### src/hw/rtl/pcs_pkg.sv
// Shared types, widths and helpers for the projection character segmenter.
// Used by pcs_tracker, pcs_span and projection_char_segmenter_core.
`timescale 1ns / 1ps
`default_nettype none

package pcs_pkg;

    // Image geometry limits
    localparam int MAX_ROWS = 64;
    localparam int MAX_COLS = 1024;

    // Field widths
    localparam int INK_W   = 64;
    localparam int COL_W   = 10;
    localparam int ECOL_W  = 11;
    localparam int ROW_W   = 6;
    localparam int EROW_W  = 7;
    localparam int CHAR_W  = 6;
    localparam int CFG_W   = 10;

    // Configuration register indexes
    localparam logic CFG_FIRST_COLUMN = 1'b0;
    localparam logic CFG_ROWS_IN_USE  = 1'b1;

    localparam logic [COL_W-1:0]  COL_LAST  = COL_W'(MAX_COLS - 1);
    localparam logic [CHAR_W-1:0] CHAR_SAT  = '1;
    localparam logic [EROW_W-1:0] ROWS_FULL = EROW_W'(MAX_ROWS);

    // Result descriptor handed from the tracker to the output stage
    typedef struct packed {
        logic              vld;
        logic [CHAR_W-1:0] index;
        logic [COL_W-1:0]  start_col;
        logic [ECOL_W-1:0] end_col;
        logic              open_edge;
    } t_emit;

    // Image height clamped to 1..MAX_ROWS
    function automatic logic [EROW_W-1:0] eff_rows(input logic [EROW_W-1:0] rows);
        logic [EROW_W-1:0] r;
        r = rows;
        if (r == '0) begin
            r = EROW_W'(1);
        end else if (r > ROWS_FULL) begin
            r = ROWS_FULL;
        end
        return r;
    endfunction

    // Mask of rows below the effective height
    function automatic logic [INK_W-1:0] row_mask(input logic [EROW_W-1:0] rows);
        logic [INK_W-1:0] m;
        for (int i = 0; i < INK_W; i++) begin
            m[i] = (EROW_W'(i) < rows);
        end
        return m;
    endfunction

endpackage

`default_nettype wire

### src/hw/rtl/pcs_span.sv
// Row span finder: first inked row and first empty row after it.
// Depends on pcs_pkg.
`timescale 1ns / 1ps
`default_nettype none

module pcs_span (
    input  wire logic [pcs_pkg::INK_W-1:0]  i_union,
    output logic      [pcs_pkg::ROW_W-1:0]  o_top_row,
    output logic      [pcs_pkg::EROW_W-1:0] o_end_row
);
    import pcs_pkg::*;

    logic [INK_W-1:0]  shifted;
    logic [EROW_W-1:0] first_zero;

    // Priority encode the lowest set bit; union is never empty on a result
    always_comb begin
        o_top_row = '0;
        for (int i = INK_W - 1; i >= 0; i--) begin
            if (i_union[i]) begin
                o_top_row = ROW_W'(i);
            end
        end
    end

    // Rows above the height are already masked off, and the shift fills zeros,
    // so the first clear bit never lands past the height
    assign shifted = i_union >> o_top_row;

    always_comb begin
        first_zero = EROW_W'(INK_W);
        for (int i = INK_W - 1; i >= 0; i--) begin
            if (!shifted[i]) begin
                first_zero = EROW_W'(i);
            end
        end
    end

    assign o_end_row = EROW_W'({1'b0, o_top_row}) + first_zero;

endmodule

`default_nettype wire

### src/hw/rtl/pcs_tracker.sv
// Column scan state: open/close detection, row union and column counting.
// Depends on pcs_pkg.
`timescale 1ns / 1ps
`default_nettype none

module pcs_tracker (
    input  wire logic                       i_clk,
    input  wire logic                       i_rst_n,
    input  wire logic                       i_adv,
    input  wire logic [pcs_pkg::INK_W-1:0]  i_mask,
    input  wire logic                       i_last,
    input  wire logic [pcs_pkg::COL_W-1:0]  i_first_col,
    output pcs_pkg::t_emit                  o_emit,
    output logic      [pcs_pkg::INK_W-1:0]  o_union
);
    import pcs_pkg::*;

    logic [COL_W-1:0]  r_col_cnt, n_col_cnt;
    logic              r_inside, n_inside;
    logic [COL_W-1:0]  r_start, n_start;
    logic [INK_W-1:0]  r_union, n_union;
    logic [CHAR_W-1:0] r_chars, n_chars;

    logic              scan, has_ink, close_now, edge_now;
    logic              mid_inside;
    logic [COL_W-1:0]  mid_start;
    logic [INK_W-1:0]  mid_union;

    assign scan    = (r_col_cnt >= i_first_col);
    assign has_ink = (i_mask != '0);

    // Effect of this column before the end-of-image check
    always_comb begin
        mid_inside = r_inside;
        mid_start  = r_start;
        mid_union  = r_union;
        close_now  = 1'b0;
        if (scan) begin
            if (!r_inside) begin
                if (has_ink) begin
                    mid_inside = 1'b1;
                    mid_start  = r_col_cnt;
                    mid_union  = i_mask;
                end
            end else if (!has_ink) begin
                close_now  = 1'b1;
                mid_inside = 1'b0;
            end else begin
                mid_union = r_union | i_mask;
            end
        end
    end

    assign edge_now = i_last && mid_inside;

    // Result descriptor
    always_comb begin
        o_emit.vld       = close_now || edge_now;
        o_emit.index     = r_chars;
        o_emit.start_col = mid_start;
        o_emit.end_col   = close_now ? ECOL_W'(r_col_cnt)
                                     : ECOL_W'(r_col_cnt) + ECOL_W'(1);
        o_emit.open_edge = edge_now;
    end
    assign o_union = mid_union;

    // Next state
    always_comb begin
        if (i_last) begin
            n_col_cnt = '0;
            n_inside  = 1'b0;
            n_start   = '0;
            n_union   = '0;
            n_chars   = '0;
        end else begin
            n_col_cnt = (r_col_cnt < COL_LAST) ? r_col_cnt + COL_W'(1) : r_col_cnt;
            n_inside  = mid_inside;
            n_start   = mid_start;
            n_union   = mid_inside ? mid_union : '0;
            n_chars   = (close_now && r_chars != CHAR_SAT) ? r_chars + CHAR_W'(1)
                                                           : r_chars;
        end
    end

    always_ff @(posedge i_clk) begin
        if (!i_rst_n) begin
            r_col_cnt <= '0;
            r_inside  <= 1'b0;
            r_start   <= '0;
            r_union   <= '0;
            r_chars   <= '0;
        end else if (i_adv) begin
            r_col_cnt <= n_col_cnt;
            r_inside  <= n_inside;
            r_start   <= n_start;
            r_union   <= n_union;
            r_chars   <= n_chars;
        end
    end

endmodule

`default_nettype wire

### src/hw/rtl/projection_char_segmenter_core.sv
// Top level of the projection character segmenter: config registers,
// input register, result register. Depends on pcs_pkg, pcs_tracker, pcs_span.
`timescale 1ns / 1ps
`default_nettype none

// Channel   Handshake                    Payload
// -------   --------------------------   -------------------------------------
// in        i_in_valid / o_in_stall      i_column_ink, i_last_column
// out       o_out_valid / i_out_stall    o_char_index, o_start_col, o_end_col,
//                                        o_top_row, o_end_row, o_open_at_edge
// cfg       i_cfg_wr_en                  i_cfg_index, i_cfg_wdata
//
// One column item per cycle while the output is not stalled; a column lands in
// the input register, and when the result slot frees up its result, if any,
// loads the result register, which drives o_out_valid.
// Synchronous active-low reset clears the scan state and sets first_column
// to 1 and rows_in_use to 64.
// A stalled output holds the result register; the input register keeps
// taking items until both registers are full.

module projection_char_segmenter_core (
    input  wire logic                        i_clk,
    input  wire logic                        i_rst_n,
    input  wire logic                        i_in_valid,
    output logic                             o_in_stall,
    input  wire logic [pcs_pkg::INK_W-1:0]   i_column_ink,
    input  wire logic                        i_last_column,
    output logic                             o_out_valid,
    input  wire logic                        i_out_stall,
    output logic      [pcs_pkg::CHAR_W-1:0]  o_char_index,
    output logic      [pcs_pkg::COL_W-1:0]   o_start_col,
    output logic      [pcs_pkg::ECOL_W-1:0]  o_end_col,
    output logic      [pcs_pkg::ROW_W-1:0]   o_top_row,
    output logic      [pcs_pkg::EROW_W-1:0]  o_end_row,
    output logic                             o_open_at_edge,
    input  wire logic                        i_cfg_wr_en,
    input  wire logic                        i_cfg_index,
    input  wire logic [pcs_pkg::CFG_W-1:0]   i_cfg_wdata
);
    import pcs_pkg::*;

    logic [COL_W-1:0]  r_first_col;
    logic [EROW_W-1:0] r_rows_in_use;

    logic              r_in_vld;
    logic [INK_W-1:0]  r_ink;
    logic              r_last;

    logic              r_out_vld;

    logic              adv, in_take;
    logic [EROW_W-1:0] rows_eff;
    logic [INK_W-1:0]  mask;
    t_emit             emit;
    logic [INK_W-1:0]  span_union;
    logic [ROW_W-1:0]  top_row;
    logic [EROW_W-1:0] end_row;

    // Configuration writes
    always_ff @(posedge i_clk) begin
        if (!i_rst_n) begin
            r_first_col   <= COL_W'(1);
            r_rows_in_use <= ROWS_FULL;
        end else if (i_cfg_wr_en) begin
            case (i_cfg_index)
                CFG_FIRST_COLUMN: r_first_col   <= i_cfg_wdata[COL_W-1:0];
                CFG_ROWS_IN_USE:  r_rows_in_use <= i_cfg_wdata[EROW_W-1:0];
                default: ;
            endcase
        end
    end

    // Flow control: the work stage advances when the result slot frees up
    assign adv        = r_in_vld && (!r_out_vld || !i_out_stall);
    assign o_in_stall = r_in_vld && !adv;
    assign in_take    = i_in_valid && !o_in_stall;

    // Input register
    always_ff @(posedge i_clk) begin
        if (!i_rst_n) begin
            r_in_vld <= 1'b0;
        end else if (in_take) begin
            r_in_vld <= 1'b1;
        end else if (adv) begin
            r_in_vld <= 1'b0;
        end
    end

    always_ff @(posedge i_clk) begin
        if (in_take) begin
            r_ink  <= i_column_ink;
            r_last <= i_last_column;
        end
    end

    // Ignore rows at and above the image height
    assign rows_eff = eff_rows(r_rows_in_use);
    assign mask     = r_ink & row_mask(rows_eff);

    pcs_tracker u_tracker (
        .i_clk       (i_clk),
        .i_rst_n     (i_rst_n),
        .i_adv       (adv),
        .i_mask      (mask),
        .i_last      (r_last),
        .i_first_col (r_first_col),
        .o_emit      (emit),
        .o_union     (span_union)
    );

    pcs_span u_span (
        .i_union   (span_union),
        .o_top_row (top_row),
        .o_end_row (end_row)
    );

    // Result register
    always_ff @(posedge i_clk) begin
        if (!i_rst_n) begin
            r_out_vld <= 1'b0;
        end else if (adv) begin
            r_out_vld <= emit.vld;
        end else if (!i_out_stall) begin
            r_out_vld <= 1'b0;
        end
    end

    always_ff @(posedge i_clk) begin
        if (adv && emit.vld) begin
            o_char_index   <= emit.index;
            o_start_col    <= emit.start_col;
            o_end_col      <= emit.end_col;
            o_top_row      <= top_row;
            o_end_row      <= end_row;
            o_open_at_edge <= emit.open_edge;
        end
    end

    assign o_out_valid = r_out_vld;

endmodule

`default_nettype wire

### config.mk
export PLATFORM = sky130hd
export DESIGN_NAME = projection_char_segmenter_core
export DESIGN_NICKNAME = d
export VERILOG_FILES = /design/src/hw/rtl/pcs_pkg.sv /design/src/hw/rtl/pcs_span.sv /design/src/hw/rtl/pcs_tracker.sv /design/src/hw/rtl/projection_char_segmenter_core.sv
export SDC_FILE = /design/constraint.sdc
export NUM_CORES = 1
export LEC_CHECK = 0
export ABC_CLOCK_PERIOD_IN_PS = 8150
export BUFFER_PORTS_ARGS = -buffer_cell sky130_fd_sc_hd__buf_4
export CORE_ASPECT_RATIO = 1.25
export CORE_MARGIN = 10
export CORE_UTILIZATION = 45
export CTS_BUF_LIST = sky130_fd_sc_hd__clkbuf_2
export CTS_CLUSTER_SIZE = 12
export DETAILED_ROUTE_END_ITERATION = 8
export PLACE_DENSITY = 0.6
export SYNTH_ARGS = -nofsm -noshare
export SYNTH_HDL_FRONTEND = slang
export SYNTH_SLANG_ARGS = --single-unit
### constraint.sdc
create_clock -name i_clk -period 8.15 [get_ports i_clk]
set_clock_uncertainty 0.2 [all_clocks]
set_input_delay 0.4075 -clock i_clk [delete_from_list [all_inputs] [get_ports i_clk]]
set_output_delay 0.4075 -clock i_clk [all_outputs]
set_load 0.01 [all_outputs]
==> impl_metrics.yaml <==
logic_synthesis:
  ys.flop_type: "dfxtp_1"
  synth_fp_nets: 2470
  seq_area_frac_synth_pct: 28.9
  async_flop_share_pct: 0
  syn_area_per_cell_um2: 7.85
  netlist_area_um2: 18600
  syn_inst: 2370
  yosys.area.top_type: "edfxtp_1"
  ys_seq_elements: 216
  yosysTopAreaCellShare_pct: 17.1
  synth-edff-count: 106
  synth_cell_types: 108
  ys_warn_count: 0
  synthTopCellsByArea: "edfxtp_1, dfxtp_1, nand2_1"
timing:
  fin_setup_tns_ns: -0.546
  min_period_ns: 8.36
  final-max-slew-violation-count: 0
  worst_slack_ns: -0.210
  max_slew_margin_pct: 17.9
  rsz0062_at_grt: "yes"
  max_clock_freq_ghz: 0.120
  final-setup-viol-count: 4
  tightest_slew_ns: 1.23
  period_share_pct: 103
  hold_violations: 0
floorplanning:
  die_x_um: 202
  start_util_pct: 45.4
  dieHeight_um: 247
  die_area_um2: 49900
  num_rows: 83
  core_um2: 41000
  pin_count: 124
global_route:
  grt_overflow_total: 0
  grt_pass1_vias: 24800
  grt_max_degree: 108
  antenna_found_initial: 5
  grt_pass1_wl_um: 150000
  grt.total_usage_pct: 38.7
status:
  outcome: "finished with violations"
  violations: "setup timing"
placement:
  gp_congestion: 1.07
  dp_hpwl_um: 76200
  io_buffers: 123
  dpl_cell_area_um2: 24900
route:
  wl_per_cell_um: 26.4
  antenna_left: 0
  finalWirelength_um: 102000
  drc_errors: 0
  drt_iter0_markers: 2989
  vias: 25400
  vias_per_cell: 6.54
  first_pass_iters: 6
setup_path:
  crit_path_top_delay_cell: "or4b_4"
  crit_family: "compound AO/OA/AOI/OAI gates"
  critPathMaxFanout: 7
  critPathMaxStageDelay_ns: 0.56
  path_buf_inv: 11
  start_kind: "flip-flop"
  crit_top_cell: "buf_4"
  arrival_ns: 8.91
  crit_type: "reg2reg"
  required_ns: 8.70
  critPathCaptureType: "flip-flop"
layout:
  syn2layout_area_growth_pct: 52.2
  drive_gt1_share_pct: 34.1
  final_cell_mix: "buf_4, nand2_1, dlygate4sd3_1"
  final_util_pct: 69.1
  final_area_um2: 28300
  nNetsFinal: 3381
  layout_commonest_cell: "buf_4"
power_and_ir_drop:
  max-vdd-ir-drop_v: 0.000168
  finalPower_mw: 9.19
  p_per_area_nw_per_um2: 324
  leakagePower_nw: 11.7
clock_network:
  cts.clk_slew.worst_paths_ns: 0.11
  numClockSinks: 216
  htree_levels: 2
  insertion_delay_ns: 1.06
  root_buffer: "clkbuf_2"
  cts-buffers-inserted: 53
  cts_tree: "done"
  clockBufferDepth: 3
job:
  maxCapViolations: 0
min_path:
  hold_class: "in2reg"
final cells by class:
class | count | area, um2
multi-input combinational | 1920 | 12900
fill | 3293 | 12700
timing repair buffer | 1040 | 8660
sequential | 216 | 5390
tap | 552 | 691
clock buffer | 72 | 360
inverter | 50 | 195
clock inverter | 27 | 149
antenna | 5 | 12.5
logic make-up after synthesis:
kind of cell / after synthesis / synth area share (%)
AND/OR/NAND/NOR: 904 / 24.5
AO/OA/AOI/OAI: 898 / 34.0
buffers and inverters: 234 / 5.49
flip-flops: 216 / 28.9
multiplexers: 81 / 4.87
adder cells (fa/ha/maj): 20 / 1.37
XOR/XNOR: 17 / 0.800
final timing paths:
| check | startpoint | end | slack, ns | cells past startpoint |
|---|---|---|---|---|
| setup / recovery | r_rows_in_use[6] | o_end_row[5] | -0.21 | 35 |
| hold / removal | i_cfg_wdata[3] | r_rows_in_use[3] | 0.12 | 4 |
| hold reg to reg | u_tracker.r_chars[5] | o_char_index[5] | 0.30 | 0 |
| setup reg to reg | r_rows_in_use[6] | o_end_row[5] | -0.21 | 35 |
metal layers:
metal / track usage, % / share of wire [%] / vias to the layer above
met5: 0 / 0 / -
met1: 42.7 / 35 / 12000
met3: 7.10 / 9.1 / 557
met2: 65.3 / 47 / 1795
li1: - / - / 11100
met4: 30.1 / 9.4 / 0
Yosys cell counts, types with 14 or more instances:
cell	count
o221ai_1	15
buf_4	14
nor2b_1	56
nand2_1	251
o211ai_1	52
or2_2	16
inv_1	46
and3_1	23
buf_2	54
o22ai_1	48
mux2_2	25
nand4_1	27
nor3_1	59
nor2_1	167
and2_1	45
or3_1	16
a31oi_1	41
clkbuf_1	95
buf_1	18
ha_1	18
nor4_1	21
a221oi_1	23
nand3_1	147
a311oi_1	14
o21ai_0	165
a211oi_1	35
mux2i_1	50
a21oi_1	127
a21boi_0	36
a2111oi_0	16
edfxtp_1	106
o31ai_1	15
a21o_1	30
dfxtp_1	110
a32oi_1	19
a22oi_1	56
state kept, by name, indices dropped and copies added (netlist names), 6 cells and up:
signal,cells
o_start_col,10
r_rows_in_use,7
o_top_row,6
r_ink,64
u_tracker.r_union,64
u_tracker.r_chars,6
r_first_col,10
o_char_index,6
u_tracker.r_start,10
u_tracker.r_col_cnt,10
o_end_col,11
o_end_row,7
metrics by stage:
step,cells,setup slack [ns],hold slack (ns)
after floorplan,2370,0.634,0.231
after global placement,3554,-0.525,0.253
after detailed placement,3554,-0.557,0.260
after CTS,3846,0.00748,0.0444
after global routing,3882,-0.404,0.0597
final,3882,-0.210,0.125
where the power goes:
group,internal (mW),switching (mW),total [mW]
Sequential,1.19,0.0258,1.22
Clock,0.283,0.516,0.798
Combinational,3.23,3.94,7.17
timing repair:
item / CTS / global route
resized for setup: 54 / 129
hold buffers: 183 / 0
gates cloned: 0 / 3
setup endpoints to repair: 6 / 6
buffers inserted: 10 / 29
pin swaps: 15 / 54
hold endpoints to repair: 198 / 0
worst min-delay path, delay by kind of cell:
family	cells	cell delay, ns
and+or+nand+nor	1	0.07
buffers and inverters	2	0.69
AOI/OAI and AO/OA	1	0.13
No activity file was read; power rests on OpenSTA's default activity.
